--- config.mk ---
export PLATFORM = sky130hd
export DESIGN_NAME = run_length_encoder_decimal
export DESIGN_NICKNAME = d
export VERILOG_FILES = /design/src/rled_pkg.sv /design/src/run_length_encoder_decimal.sv /design/src/rled_front.sv /design/src/rled_queue.sv /design/src/rled_back.sv
export SDC_FILE = /design/constraint.sdc
export NUM_CORES = 1
export LEC_CHECK = 0
export BUFFER_PORTS_ARGS = -buffer_cell sky130_fd_sc_hd__buf_2
export CORE_MARGIN = 5
export CORE_UTILIZATION = 52
export DETAILED_ROUTE_END_ITERATION = 12
export PLACE_DENSITY = 0.7
export SYNTH_ARGS = -nofsm -noshare
export SYNTH_HDL_FRONTEND = slang
export SYNTH_SLANG_ARGS = --single-unit
--- constraint.sdc ---
create_clock -name clk_i -period 4.54 [get_ports clk_i]
set_input_delay 0.908 -clock clk_i [delete_from_list [all_inputs] [get_ports clk_i]]
set_output_delay 0.908 -clock clk_i [all_outputs]
set_load 0.005 [all_outputs]
--- src/rled_pkg.sv ---
`default_nettype none

package rled_pkg;

  // Widths fixed by the word format.
  localparam int unsigned ByteW  = 8;
  localparam int unsigned TotalW = 17;

  localparam logic [TotalW-1:0] TotalMax = 17'd131071;

  // ASCII code of the digit zero.
  localparam logic [ByteW-1:0] AsciiZero = 8'h30;

  typedef logic [ByteW-1:0] byte_t;
  typedef logic [3:0]       digit_t;

  // Control bits that travel with each queued flush command.
  typedef struct packed {
    logic stream_end;   // this command closes the sequence
    logic has_tail;     // a one-byte run follows the flushed run
    logic overflow;     // sticky overflow state for these words
  } rled_flags_t;

endpackage

`default_nettype wire

--- src/run_length_encoder_decimal.sv ---
`default_nettype none

// Run-length encoder with decimal counts. Each input word carries one byte
// and a flag for the last byte of a sequence; each run is sent as its byte,
// followed by its length in ASCII decimal digits when that length exceeds
// one, and every result word carries the running compressed length and a
// sticky overflow flag for counts saturated at COUNT_DIGITS nines. A new
// input word is taken every cycle while the two-entry command queue has
// room. A word that closes a run yields from 1 to COUNT_DIGITS + 2 result
// words, which the output sequencer sends at one word per cycle while
// out_ready_i is high, so the sustained input rate is one word per cycle
// whenever the results average no more than one per input. An input's
// first result passes through the command queue and the output register.
// After the stream end word the run and length state return to reset.
module run_length_encoder_decimal
  import rled_pkg::*;
#(
  parameter int unsigned COUNT_DIGITS = 5
) (
  input  wire               clk_i,
  input  wire               rst_ni,
  input  wire               in_valid_i,
  output logic              in_ready_o,
  input  wire [7:0]         in_byte_i,
  input  wire               in_last_i,
  output logic              out_valid_o,
  input  wire               out_ready_i,
  output logic [7:0]        out_byte_o,
  output logic              burst_last_o,
  output logic              stream_end_o,
  output logic [16:0]       total_length_o,
  output logic              count_overflow_o
);

  localparam int unsigned CountW = 4 * COUNT_DIGITS;
  localparam int unsigned FlagsW = $bits(rled_flags_t);
  localparam int unsigned EntryW = CountW + 2 * ByteW + FlagsW;

  logic                          accept;
  logic                          push, pop, full, head_valid;
  byte_t                         cmd_byte, cmd_tail;
  rled_flags_t                   cmd_flags;
  logic [COUNT_DIGITS-1:0][3:0]  cmd_count;
  logic [EntryW-1:0]             push_data, head_data;
  byte_t                         head_byte, head_tail;
  rled_flags_t                   head_flags;
  logic [COUNT_DIGITS-1:0][3:0]  head_count;

  assign in_ready_o = !full;
  assign accept     = in_valid_i && in_ready_o;

  rled_front #(
    .COUNT_DIGITS(COUNT_DIGITS)
  ) u_front (
    .clk_i      (clk_i),
    .rst_ni     (rst_ni),
    .accept_i   (accept),
    .in_byte_i  (in_byte_i),
    .in_last_i  (in_last_i),
    .push_o     (push),
    .cmd_byte_o (cmd_byte),
    .cmd_tail_o (cmd_tail),
    .cmd_flags_o(cmd_flags),
    .cmd_count_o(cmd_count)
  );

  // Commands cross the queue as one flat word.
  assign push_data = {cmd_count, cmd_tail, cmd_byte, cmd_flags};
  assign {head_count, head_tail, head_byte, head_flags} = head_data;

  rled_queue #(
    .WIDTH(EntryW)
  ) u_queue (
    .clk_i       (clk_i),
    .rst_ni      (rst_ni),
    .push_i      (push),
    .push_data_i (push_data),
    .full_o      (full),
    .pop_i       (pop),
    .head_valid_o(head_valid),
    .head_data_o (head_data)
  );

  rled_back #(
    .COUNT_DIGITS(COUNT_DIGITS)
  ) u_back (
    .clk_i           (clk_i),
    .rst_ni          (rst_ni),
    .head_valid_i    (head_valid),
    .head_byte_i     (head_byte),
    .head_tail_i     (head_tail),
    .head_flags_i    (head_flags),
    .head_count_i    (head_count),
    .pop_o           (pop),
    .out_valid_o     (out_valid_o),
    .out_ready_i     (out_ready_i),
    .out_byte_o      (out_byte_o),
    .burst_last_o    (burst_last_o),
    .stream_end_o    (stream_end_o),
    .total_length_o  (total_length_o),
    .count_overflow_o(count_overflow_o)
  );

`ifndef SYNTHESIS
  // The end of a sequence is always the last word of its burst.
  assert property (@(posedge clk_i) disable iff (!rst_ni)
    out_valid_o && stream_end_o |-> burst_last_o)
    else $error("stream end without burst last");

  // Every result word counts itself in the running length.
  assert property (@(posedge clk_i) disable iff (!rst_ni)
    out_valid_o |-> total_length_o != 17'd0)
    else $error("result word with zero total length");

  // A last input word always leaves a flush command queued.
  assert property (@(posedge clk_i) disable iff (!rst_ni)
    accept && in_last_i |=> head_valid)
    else $error("last word did not queue a flush");
`endif

endmodule

`default_nettype wire

--- src/rled_front.sv ---
`default_nettype none

module rled_front
  import rled_pkg::*;
#(
  parameter int unsigned COUNT_DIGITS = 5
) (
  input  wire                               clk_i,
  input  wire                               rst_ni,
  input  wire                               accept_i,
  input  wire byte_t                        in_byte_i,
  input  wire                               in_last_i,
  output logic                              push_o,
  output byte_t                             cmd_byte_o,
  output byte_t                             cmd_tail_o,
  output rled_flags_t                       cmd_flags_o,
  output logic [COUNT_DIGITS-1:0][3:0]      cmd_count_o
);

  typedef logic [COUNT_DIGITS-1:0][3:0] count_t;

  byte_t  run_byte_q, run_byte_d;
  count_t count_q, count_d;
  logic   active_q, active_d;
  logic   ovf_q, ovf_d;

  logic   same;
  logic   all_nines;
  logic   carry;
  count_t count_inc;
  count_t count_one;

  assign same = active_q && (in_byte_i == run_byte_q);

  // Saturation check and ripple BCD increment of the run counter.
  always_comb begin
    all_nines = 1'b1;
    carry     = 1'b1;
    count_inc = count_q;
    count_one = '0;
    count_one[0] = 4'd1;
    for (int d = 0; d < COUNT_DIGITS; d++) begin
      if (count_q[d] != 4'd9) begin
        all_nines = 1'b0;
      end
      if (carry) begin
        if (count_q[d] == 4'd9) begin
          count_inc[d] = 4'd0;
        end else begin
          count_inc[d] = count_q[d] + 4'd1;
          carry        = 1'b0;
        end
      end
    end
  end

  // Run state update for an accepted word.
  always_comb begin
    run_byte_d = run_byte_q;
    count_d    = count_q;
    active_d   = active_q;
    ovf_d      = ovf_q;
    if (accept_i) begin
      if (same) begin
        if (all_nines) begin
          ovf_d = 1'b1;
        end else begin
          count_d = count_inc;
        end
      end else begin
        run_byte_d = in_byte_i;
        count_d    = count_one;
        active_d   = 1'b1;
      end
      if (in_last_i) begin
        run_byte_d = '0;
        count_d    = '0;
        active_d   = 1'b0;
        ovf_d      = 1'b0;
      end
    end
  end

  // Flush command for the back end.
  always_comb begin
    push_o                 = accept_i && (in_last_i || (active_q && !same));
    cmd_byte_o             = run_byte_q;
    cmd_tail_o             = in_byte_i;
    cmd_count_o            = count_q;
    cmd_flags_o.stream_end = in_last_i;
    cmd_flags_o.has_tail   = 1'b0;
    cmd_flags_o.overflow   = ovf_q;
    if (same) begin
      // Last word extends the open run, which is then flushed.
      cmd_count_o          = all_nines ? count_q : count_inc;
      cmd_flags_o.overflow = ovf_q || all_nines;
    end else if (active_q) begin
      // The byte changed: flush the old run, and the new one too on the last word.
      cmd_flags_o.has_tail = in_last_i;
    end else begin
      // No run open: a last word is a run of one on its own.
      cmd_byte_o  = in_byte_i;
      cmd_count_o = count_one;
    end
  end

  always_ff @(posedge clk_i or negedge rst_ni) begin
    if (!rst_ni) begin
      run_byte_q <= '0;
      count_q    <= '0;
      active_q   <= 1'b0;
      ovf_q      <= 1'b0;
    end else begin
      run_byte_q <= run_byte_d;
      count_q    <= count_d;
      active_q   <= active_d;
      ovf_q      <= ovf_d;
    end
  end

endmodule

`default_nettype wire

--- src/rled_queue.sv ---
`default_nettype none

module rled_queue
  import rled_pkg::*;
#(
  parameter int unsigned WIDTH = 8
) (
  input  wire              clk_i,
  input  wire              rst_ni,
  input  wire              push_i,
  input  wire [WIDTH-1:0]  push_data_i,
  output logic             full_o,
  input  wire              pop_i,
  output logic             head_valid_o,
  output logic [WIDTH-1:0] head_data_o
);

  logic [1:0][WIDTH-1:0] mem_q;
  logic                  wr_ptr_q, rd_ptr_q;
  logic [1:0]            fill_q, fill_d;
  logic                  do_push, do_pop;

  assign full_o       = (fill_q == 2'd2);
  assign head_valid_o = (fill_q != 2'd0);
  assign head_data_o  = mem_q[rd_ptr_q];
  assign do_push      = push_i && !full_o;
  assign do_pop       = pop_i && head_valid_o;

  // Occupancy follows pushes and pops.
  always_comb begin
    fill_d = fill_q;
    if (do_push && !do_pop) begin
      fill_d = fill_q + 2'd1;
    end else if (do_pop && !do_push) begin
      fill_d = fill_q - 2'd1;
    end
  end

  always_ff @(posedge clk_i or negedge rst_ni) begin
    if (!rst_ni) begin
      wr_ptr_q <= 1'b0;
      rd_ptr_q <= 1'b0;
      fill_q   <= 2'd0;
    end else begin
      fill_q <= fill_d;
      if (do_push) begin
        wr_ptr_q <= !wr_ptr_q;
      end
      if (do_pop) begin
        rd_ptr_q <= !rd_ptr_q;
      end
    end
  end

  // Entry storage needs no reset.
  always_ff @(posedge clk_i) begin
    if (do_push) begin
      mem_q[wr_ptr_q] <= push_data_i;
    end
  end

endmodule

`default_nettype wire

--- src/rled_back.sv ---
`default_nettype none

module rled_back
  import rled_pkg::*;
#(
  parameter int unsigned COUNT_DIGITS = 5
) (
  input  wire                           clk_i,
  input  wire                           rst_ni,
  input  wire                           head_valid_i,
  input  wire byte_t                    head_byte_i,
  input  wire byte_t                    head_tail_i,
  input  wire rled_flags_t              head_flags_i,
  input  wire [COUNT_DIGITS-1:0][3:0]   head_count_i,
  output logic                          pop_o,
  output logic                          out_valid_o,
  input  wire                           out_ready_i,
  output byte_t                         out_byte_o,
  output logic                          burst_last_o,
  output logic                          stream_end_o,
  output logic [TotalW-1:0]             total_length_o,
  output logic                          count_overflow_o
);

  localparam int unsigned DigW = (COUNT_DIGITS > 1) ? $clog2(COUNT_DIGITS) : 1;

  localparam logic [1:0] PhByte  = 2'd0;
  localparam logic [1:0] PhDigit = 2'd1;
  localparam logic [1:0] PhTail  = 2'd2;

  logic [1:0]        phase_q, phase_d;
  logic [DigW-1:0]   dig_q, dig_d;
  logic [DigW-1:0]   top;
  logic              needs_digits;
  logic              advance;
  logic              entry_done;
  byte_t             next_byte;
  logic [TotalW-1:0] total_q, total_d, total_inc;

  logic              out_valid_q;
  byte_t             out_byte_q;
  logic              burst_last_q, stream_end_q, ovf_q;
  logic [TotalW-1:0] out_total_q;

  // Highest nonzero digit of the run count.
  always_comb begin
    top = '0;
    for (int d = 0; d < COUNT_DIGITS; d++) begin
      if (head_count_i[d] != 4'd0) begin
        top = DigW'(d);
      end
    end
  end

  assign needs_digits = (top != '0) || (head_count_i[0] > 4'd1);
  assign advance      = head_valid_i && (!out_valid_q || out_ready_i);
  assign total_inc    = (total_q == TotalMax) ? total_q : total_q + 1'b1;

  // Output sequencer: run byte, count digits from the top, then the tail run.
  always_comb begin
    phase_d    = phase_q;
    dig_d      = dig_q;
    entry_done = 1'b0;
    next_byte  = head_byte_i;
    case (phase_q)
      PhByte: begin
        next_byte = head_byte_i;
        if (needs_digits) begin
          phase_d = PhDigit;
          dig_d   = top;
        end else if (head_flags_i.has_tail) begin
          phase_d = PhTail;
        end else begin
          entry_done = 1'b1;
        end
      end
      PhDigit: begin
        next_byte = AsciiZero + {4'b0000, head_count_i[dig_q]};
        if (dig_q != '0) begin
          dig_d = dig_q - 1'b1;
        end else if (head_flags_i.has_tail) begin
          phase_d = PhTail;
        end else begin
          phase_d    = PhByte;
          entry_done = 1'b1;
        end
      end
      PhTail: begin
        next_byte  = head_tail_i;
        phase_d    = PhByte;
        entry_done = 1'b1;
      end
      default: begin
        phase_d = PhByte;
      end
    endcase
  end

  assign pop_o = advance && entry_done;

  // The running length restarts after the final word of a sequence.
  always_comb begin
    total_d = total_q;
    if (advance) begin
      total_d = (entry_done && head_flags_i.stream_end) ? '0 : total_inc;
    end
  end

  always_ff @(posedge clk_i or negedge rst_ni) begin
    if (!rst_ni) begin
      phase_q     <= PhByte;
      dig_q       <= '0;
      total_q     <= '0;
      out_valid_q <= 1'b0;
    end else begin
      total_q <= total_d;
      if (advance) begin
        phase_q     <= phase_d;
        dig_q       <= dig_d;
        out_valid_q <= 1'b1;
      end else if (out_ready_i) begin
        out_valid_q <= 1'b0;
      end
    end
  end

  // Output register payload.
  always_ff @(posedge clk_i) begin
    if (advance) begin
      out_byte_q   <= next_byte;
      burst_last_q <= entry_done;
      stream_end_q <= entry_done && head_flags_i.stream_end;
      ovf_q        <= head_flags_i.overflow;
      out_total_q  <= total_inc;
    end
  end

  assign out_valid_o      = out_valid_q;
  assign out_byte_o       = out_byte_q;
  assign burst_last_o     = burst_last_q;
  assign stream_end_o     = stream_end_q;
  assign total_length_o   = out_total_q;
  assign count_overflow_o = ovf_q;

endmodule

`default_nettype wire
==> results of run 1 <==
## power by group through the flow
stage / registers (mW) / logic, mW / clock network [mW]
after floorplan: 2.25 / 1.18 / 0
after global placement: 2.35 / 1.51 / 0
after detailed placement: 2.36 / 1.55 / 0
after CTS: 2.34 / 1.56 / 1.39
after global routing: 2.38 / 1.70 / 1.47
final: 2.34 / 1.54 / 1.36
## worst paths after layout
kind                       depth (start not counted)                              to                            from
min reg2reg                                        2  u_back.out_valid_o$_DFFE_PN0P_  u_back.out_valid_o$_DFFE_PN0P_
min in group asynchronous                          1  u_back.out_valid_o$_DFFE_PN0P_                          rst_ni
min                                                2  u_back.out_valid_o$_DFFE_PN0P_  u_back.out_valid_o$_DFFE_PN0P_
max reg2reg                                        7  u_back.total_q[13]$_DFFE_PN0P_    u_queue.rd_ptr_q$_DFFE_PN0P_
max in group asynchronous                          2  u_front.count_q[3]$_DFFE_PN0P_                          rst_ni
max                                                7  u_back.total_q[13]$_DFFE_PN0P_    u_queue.rd_ptr_q$_DFFE_PN0P_
## cell families (layout without fill, tap and decap cells)
kind of cell               after synthesis  after routing
adders and majority gates                8              8
and+or+nand+nor                        231            231
DFF                                    163            163
AOI/OAI and AO/OA                      161            161
buffers and inverters                   55             99
muxes                                   47             47
xor gates and xnor gates                34             34
## per-stage QoR
| step | utilization (%) | hold slack, ps | instance area (µm²) | total power, mW |
|---|---|---|---|---|
| CTS | 59.3 | 518 | 9040 | 5.28 |
| floorplan | - | 474 | 8090 | 3.42 |
| detailed placement | 55.6 | 503 | 8480 | 3.91 |
| global placement | 55.6 | 488 | 8480 | 3.86 |
| finish | 59.3 | 499 | 9040 | 5.24 |
| global route | 59.3 | 548 | 9040 | 5.56 |
## tightest hold or removal path: cells and delay by family, from the launching register on
kind | cells | cell delay (ps)
AND/OR/NAND/NOR | 2 | 120
flip-flops | 1 | 340
## cell type report
cell class / instances / area [µm²]
fillers: 1223 / 6210
flip-flops and latches: 163 / 4610
multi-input cells: 481 / 3270
clock buffers: 19 / 433
repair buffers: 52 / 285
well taps: 211 / 264
clock inverters: 13 / 126
inverters: 15 / 56.3
## sequential cells by signal, summed over array words and instances, names as in the netlist, 2 cells and up
register	flops
u_queue.mem_q	78
u_front.count_q	20
u_back.total_length_o	17
u_back.total_q	17
u_back.out_byte_o	8
u_front.run_byte_q	8
u_back.dig_q	3
u_back.phase_q	2
u_queue.fill_q	2
## cell usage in the layout (no fill, tap or decap), types with 19 or more instances in the layout
master,n
nand2_1,67
buf_2,42
dfrtp_1,56
nand3_1,19
mux2i_1,24
o21ai_0,45
xnor2_1,23
edfxtp_1,106
a21oi_1,30
nor2_1,40
## per-layer routing
layer / vias up / part of all wire, % / global-route usage (%)
met2: 171 / 50 / 32.0
met3: 21 / 5.7 / 3.69
met4: 0 / 1.6 / 7.81
met1: 2670 / 43 / 25.9
li1: 2688 / - / -
met5: - / 0 / 0
==> flow_summary.rst, run 1 <==
.. list-table::
   :header-rows: 1

   * - Metric
     - Value
   * - Setup_tns
     - 0 ps
   * - Total detailed-routing wirelength
     - 16.9 mm
   * - Syn. warnings
     - 0
   * - Area of the mapped netlist
     - 8090 µm²
   * - Fin crit period
     - 2970 ps
   * - Initial cell density of the core
     - 53.0%
   * - Ys flop type
     - edfxtp_1
   * - Static power due to leakage
     - 3.40 nW
   * - Max Cap Viol
     - 0
   * - CORE AREA
     - 15300 µm²
   * - Combinational fraction of design power
     - 29.3%
   * - Fraction of the mapped netlist area in compound gates
     - 13.1%
   * - Row cnt
     - 45
   * - RSZ-0062 raised after global routing
     - no
   * - Fraction of layout cells with a size suffix above 1
     - 16.7%
   * - Final Setup Violations
     - 0
   * - Cell type contributing the most total cell area after synthesis
     - edfxtp_1
   * - Final worst path period share
     - 65.5%
   * - Length of the first detailed-routing pass in iterations
     - 5
   * - Vias in the first global route
     - 5490
   * - Unique masters post-synth
     - 68
   * - Area share of fa/ha/maj cells after synthesis
     - 1.24%
   * - Number of antenna-violating nets in the routed design
     - 0
   * - Die Area
     - 18100 µm²
   * - Clock insertion delay at the later pin of the skew report
     - 430 ps
   * - Number of hold buffers added after cts
     - 0
   * - Buf+Inv Stages, Crit Path
     - 1
   * - Height of the die
     - 135 µm
   * - Synthesized area per cell
     - 11.6 µm²
   * - Share of power burned in registers
     - 44.7%
   * - Largest clock skew in the final design
     - 9.25 ps
   * - Longest individual stage delay on the worst path
     - 750 ps
   * - Slowest CP cell
     - dfrtp_2
   * - Post-detailed-route DRC marker count
     - 0
   * - Maximum count of clock buffers along a single path
     - 2
   * - Final count of hold timing violations
     - 0
   * - Net count after synthesis
     - 720
   * - CTS Root Cell
     - clkbuf_16
   * - Setup slack of the critical path after layout
     - 1570 ps
   * - Setup crit start kind
     - flip-flop
   * - Synth top area cells
     - edfxtp_1, dfrtp_1, nand2_1, mux2i_1, o21ai_0
   * - Cell total after placement
     - 922
   * - Resized Gates After CTS
     - 0
   * - Worst setup EP type
     - flip-flop
   * - Number of violations reported at the end of detailed-routing iteration 0
     - 338
   * - Data required, critical path
     - 4840 ps
   * - Cell area power density
     - 579 nW/µm²
   * - Maximum number of pins on one net before global-route repair
     - 40
   * - Overall Global Routing Usage
     - 19.6%
   * - Weighted congestion at the end of routability-driven global placement
     - 0.840
   * - Antenna violations before repair
     - 0
   * - Critical path arrival
     - 3270 ps
   * - Largest fanout on the critical path
     - 28
   * - Clock tree from TritonCTS
     - yes
   * - Mux contribution to synthesized area
     - 7.29%
   * - Cell Count, Final, Fillers Out
     - 954
   * - Average wire per cell in the routed design
     - 17.7 µm
   * - Sequential fraction of the synthesis area
     - 57.0%
   * - Pre-CTS setup slack
     - 1350 ps
   * - Internal power of the cells
     - 3.48 mW
   * - Gr ovfl total
     - 0
   * - Most frequent cell after synthesis
     - edfxtp_1
   * - Number of top-level pins
     - 43
   * - Highest achievable clock rate
     - 0.336 GHz
   * - ANT cells
     - 0
   * - Placed wire-length estimate
     - 11.6 mm
   * - Total number of vias
     - 5550
   * - Worst Max-Slew Pin Slew
     - 1080 ps
   * - Net count, final
     - 751
   * - Slew Viols, Final
     - 0
   * - Internal reg-to-reg setup slack
     - 1570 ps
   * - Fraction of power consumed by the clock network
     - 26.0%
   * - Class of the most critical hold timing path
     - reg -> reg
   * - Die Width
     - 135 µm
   * - Cells along the critical path
     - buf_4 -> nand2b_1 -> o32ai_1 -> o2111ai_2 -> a21oi_2 -> and2_2 -> o21ai_0
   * - Area growth from synthesis to layout
     - 11.8%
   * - Dominant combinational cell family by area after synthesis
     - simple AND/OR/NAND/NOR gates
   * - EDFF count, synth
     - 106
   * - Synth top cells by count
     - edfxtp_1, nand2_1, dfrtp_1
   * - Status
     - finished, final reports clean
   * - Max VDD drop
     - 0.323 mV
   * - Postcts setup bufs
     - 0
   * - Normalized max-slew margin
     - 27.6%
   * - Critical path class
     - reg -> reg
   * - Proportion of netlist area held by the largest area contributor
     - 39.4%
   * - Share of the synthesized netlist area taken by xor and xnor gates
     - 3.68%
   * - Share of synthesized registers carrying an async set or reset
     - 35.0%
   * - Cell family with most CP delay
     - compound AO/OA/AOI/OAI gates
   * - Maximum level of the CTS H-tree
     - 4
   * - Port-buffer cells
     - 42
   * - Area fraction in and, or, nand and nor cells after synthesis
     - 15.0%
   * - Routed vias/inst
     - 5.82
   * - First-pass GRT wire length
     - 27.9 mm
   * - Clock transition time at the flip-flop clock pins of the worst setup and hold paths
     - 60 ps
   * - Switching component of the power
     - 1.75 mW
   * - Number of synthesized register bits
     - 163
   * - Fraction of power spent switching nets
     - 33.5%
   * - Cts bufs inserted
     - 17
   * - Cells after Synth
     - 699
   * - TritonCTS Sinks
     - 163
No activity file was read; power rests on OpenSTA's default activity.
==> run 2: changes to the inputs <==
==> constraint.sdc (replaced) <==
create_clock -name clk_i -period 2.5 [get_ports clk_i]
set_input_delay 0.5 -clock clk_i [delete_from_list [all_inputs] [get_ports clk_i]]
set_output_delay 0.5 -clock clk_i [all_outputs]
set_load 0.005 [all_outputs]
==> flow_summary.rst, run 2 (synthesis results as in run 1) <==
.. list-table::
   :header-rows: 1

   * - Metric
     - Value
   * - Status
     - finished, final reports clean (unchanged)
   * - Clock tree from TritonCTS
     - yes (unchanged)
   * - Hold slack final
     - 44.6 ps (was 499 ps)
   * - Cell total after placement
     - 948 (was 922)
   * - Average wire per cell in the routed design
     - 17.9 µm (was 17.7 µm)
   * - Total detailed-routing wirelength
     - 17.7 mm (was 16.9 mm)
   * - Routed length on met1
     - 7.75 mm (was 7.28 mm)
   * - Total number of vias
     - 5749 (was 5550)
   * - Fillers
     - 1191 (was 1223)
   * - Critical path arrival
     - 2710 ps (was 3270 ps)
   * - Commonest non-fill, non-tap cell in the layout
     - edfxtp_1 (unchanged)
   * - Max VDD drop
     - 0.567 mV (was 0.323 mV)
   * - Final Setup Violations
     - 0 (unchanged)
   * - Maximum count of clock buffers along a single path
     - 2 (unchanged)
   * - Longest individual stage delay on the worst path
     - 550 ps (was 750 ps)
   * - Normalized max-slew margin
     - 55.2% (was 27.6%)
   * - Sum of met2 wire segment lengths after detailed routing
     - 8.76 mm (was 8.36 mm)
   * - Largest register by flop count
     - u_queue.mem_q (unchanged)
   * - CORE AREA
     - 15300 µm² (unchanged)
   * - Die Width
     - 135 µm (unchanged)
   * - Height of the die
     - 135 µm (unchanged)
   * - Class of the most critical hold timing path
     - in -> async (was reg -> reg)
   * - Post-route design area
     - 9400 µm² (was 9040 µm²)
   * - Largest clock skew in the final design
     - 10.3 ps (was 9.25 ps)
   * - Number of hold buffers added after cts
     - 0 (unchanged)
   * - Largest fanout on the critical path
     - 3 (was 28)
   * - Combinational fraction of design power
     - 32.2% (was 29.3%)
   * - Highest achievable clock rate
     - 0.423 GHz (was 0.336 GHz)
   * - Net count, final
     - 784 (was 751)
   * - First-pass GRT wire length
     - 28.6 mm (was 27.9 mm)
   * - Cell family with most CP delay
     - simple AND/OR/NAND/NOR gates (was compound AO/OA/AOI/OAI gates)
   * - Critical path origin
     - u_queue.mem_q[35]$_DFFE_PP_ (was u_queue.rd_ptr_q$_DFFE_PN0P_)
   * - ANT cells
     - 0 (unchanged)
   * - Die Area
     - 18100 µm² (unchanged)
   * - Overall Global Routing Usage
     - 20.1% (was 19.6%)
   * - Maximum level of the CTS H-tree
     - 4 (unchanged)
   * - Cells along the critical path
     - or4_4 -> and4bb_1 -> o2111ai_2 -> nand2_1 -> nand2_1 -> ha_2 -> xor2_1 -> nor2_1 -> xor2_1 (was buf_4 -> nand2b_1 -> o32ai_1 -> o2111ai_2 -> a21oi_2 -> and2_2 -> o21ai_0)
   * - Sequential cell area
     - 4610 µm² (unchanged)
   * - Met3 WL
     - 866 µm (was 953 µm)
   * - Fraction of layout cells with a size suffix above 1
     - 21.1% (was 16.7%)
   * - Fraction of power spent switching nets
     - 33.6% (was 33.5%)
   * - Data required, critical path
     - 2850 ps (was 4840 ps)
   * - Area growth from synthesis to layout
     - 16.3% (was 11.8%)
   * - Weighted congestion at the end of routability-driven global placement
     - 0.869 (was 0.840)
   * - Leading cell types in the layout, fill and taps excluded
     - edfxtp_1, nand2_1, dfrtp_1, o21ai_0, buf_2 (unchanged)
   * - Cts bufs inserted
     - 17 (unchanged)
   * - Final count of hold timing violations
     - 0 (unchanged)
   * - TritonCTS Sinks
     - 163 (unchanged)
   * - Length of the first detailed-routing pass in iterations
     - 5 (unchanged)
   * - Reg2Reg Launch Point
     - u_queue.mem_q[35]$_DFFE_PP_ (was u_queue.rd_ptr_q$_DFFE_PN0P_)
   * - Placed wire-length estimate
     - 12.6 mm (was 11.6 mm)
   * - Cell Count, Final, Fillers Out
     - 987 (was 954)
   * - Fin crit period
     - 2360 ps (was 2970 ps)
   * - Buf+Inv Stages, Crit Path
     - 0 (was 1)
   * - Gr ovfl total
     - 0 (unchanged)
   * - Number of cells on the critical path
     - 9 (was 7)
   * - Switching component of the power
     - 3.34 mW (was 1.75 mW)
   * - Worst Max-Slew Pin Slew
     - 670 ps (was 1080 ps)
   * - Slew Viols, Final
     - 0 (unchanged)
   * - Antenna violations before repair
     - 0 (unchanged)
   * - CTS Root Cell
     - clkbuf_16 (unchanged)
   * - Cell area power density
     - 1060 nW/µm² (was 579 nW/µm²)
   * - Row cnt
     - 45 (unchanged)
   * - Static power due to leakage
     - 3.60 nW (was 3.40 nW)
   * - Routed vias/inst
     - 5.82 (about the same)
   * - Internal power of the cells
     - 6.59 mW (was 3.48 mW)
   * - Flip-flop count of the largest register after layout
     - 78 (unchanged)
   * - Number of top-level pins
     - 43 (unchanged)
   * - Footprint of the multi-input gates
     - 3320 µm² (was 3270 µm²)
   * - Share of power burned in registers
     - 41.8% (was 44.7%)
   * - Top flop regs
     - u_queue.mem_q: 78 flops, u_front.count_q: 20 flops (unchanged)
   * - Slowest CP cell
     - or4_4 (was dfrtp_2)
   * - Number of antenna-violating nets in the routed design
     - 0 (unchanged)
   * - Final core area utilization
     - 61.6% (was 59.3%)
   * - Post-detailed-route DRC marker count
     - 0 (unchanged)
   * - Clock transition time at the flip-flop clock pins of the worst setup and hold paths
     - 60 ps (about the same)
   * - Setup crit start kind
     - flip-flop (unchanged)
   * - Max Cap Viol
     - 0 (unchanged)
   * - Number of violations reported at the end of detailed-routing iteration 0
     - 410 (was 338)
   * - Worst r2r path cells
     - 9 (was 7)
   * - Maximum number of pins on one net before global-route repair
     - 32 (was 40)
   * - Top Layer Used
     - met4 (unchanged)
   * - Worst setup EP type
     - flip-flop (unchanged)
   * - Final worst path period share
     - 94.5% (was 65.5%)
   * - Port-buffer cells
     - 42 (unchanged)
   * - Fraction of power consumed by the clock network
     - 26.0% (about the same)
   * - Vias in the first global route
     - 5563 (was 5490)
   * - Area after DPL
     - 8740 µm² (was 8480 µm²)
   * - Initial cell density of the core
     - 53.0% (unchanged)
   * - Clock insertion delay at the later pin of the skew report
     - 430 ps (about the same)
   * - Critical path class
     - reg -> reg (unchanged)
## run 2: cell types whose count changed in the layout (fill, tap and decap cells not counted), sizes merged
cell / delta
buf: +33
clkinvlp: -1
inv: +1
## run 2: repair_timing
action                                  CTS  global route
endpoints found under the hold margin     0             0
endpoints found under the setup margin    0             2
gates resized for setup                   0             2
setup buffers                             0             7
## run 2: worst reg2reg max path, stage by stage, from the launching register on
cell and delay [ps]:
edfxtp_1 400, or4_4 550, and4bb_1 330, o2111ai_2 140, nand2_1 130, nand2_1 100
ha_2 220, xor2_1 140, nor2_1 130, xor2_1 140
## run 2: cell type report
cell class / count / area share [%]
clock inverters: 13 / 1.53
repair buffers: 85 / 5.93
clock buffers: 19 / 4.82
flip-flops and latches: 163 / 49.0
well taps: 211 / 2.81
inverters: 15 / 0.599
multi-input cells: 481 / 35.3
## run 2: final timing paths
check / end / slack (ps)
max in group asynchronous: u_queue.rd_ptr_q$_DFFE_PN0P_ / 1850
setup reg to reg: u_queue.fill_q[1]$_DFFE_PN0P_ / 140
hold / removal: u_back.total_q[4]$_DFFE_PN0P_ / 40
hold reg to reg: u_front.count_q[15]$_DFFE_PN0P_ / 540
setup / recovery: u_queue.fill_q[1]$_DFFE_PN0P_ / 140
min in group clk_i: u_queue.mem_q[51]$_DFFE_PP_ / 310
## run 2: metrics by stage
stage / power (mW) / setup slack [ps] / TNS, ps
after floorplan: 6.24 / -73.7 / -2870
after global routing: 10.5 / -23.5 / -23.5
after CTS: 9.89 / 96.6 / 0
after detailed placement: 7.30 / 70.8 / 0
after global placement: 7.17 / 121 / 0
final: 9.92 / 137 / 0
## run 2: power groups by stage
stage                     Combinational [mW]  Sequential (mW)  Clock [mW]
after floorplan                         2.17             4.08           0
after global placement                  2.99             4.18           0
after detailed placement                3.08             4.22           0
after CTS                               3.09             4.17        2.62
after global routing                    3.51             4.22        2.76
final                                   3.19             4.15        2.58
## run 2: layer usage
metal  global-route usage (%)  up-vias
met5                        0        -
met2                     32.9      150
met3                     4.36       28
met1                     26.5     2811
li1                         -     2760
met4                     7.41        0
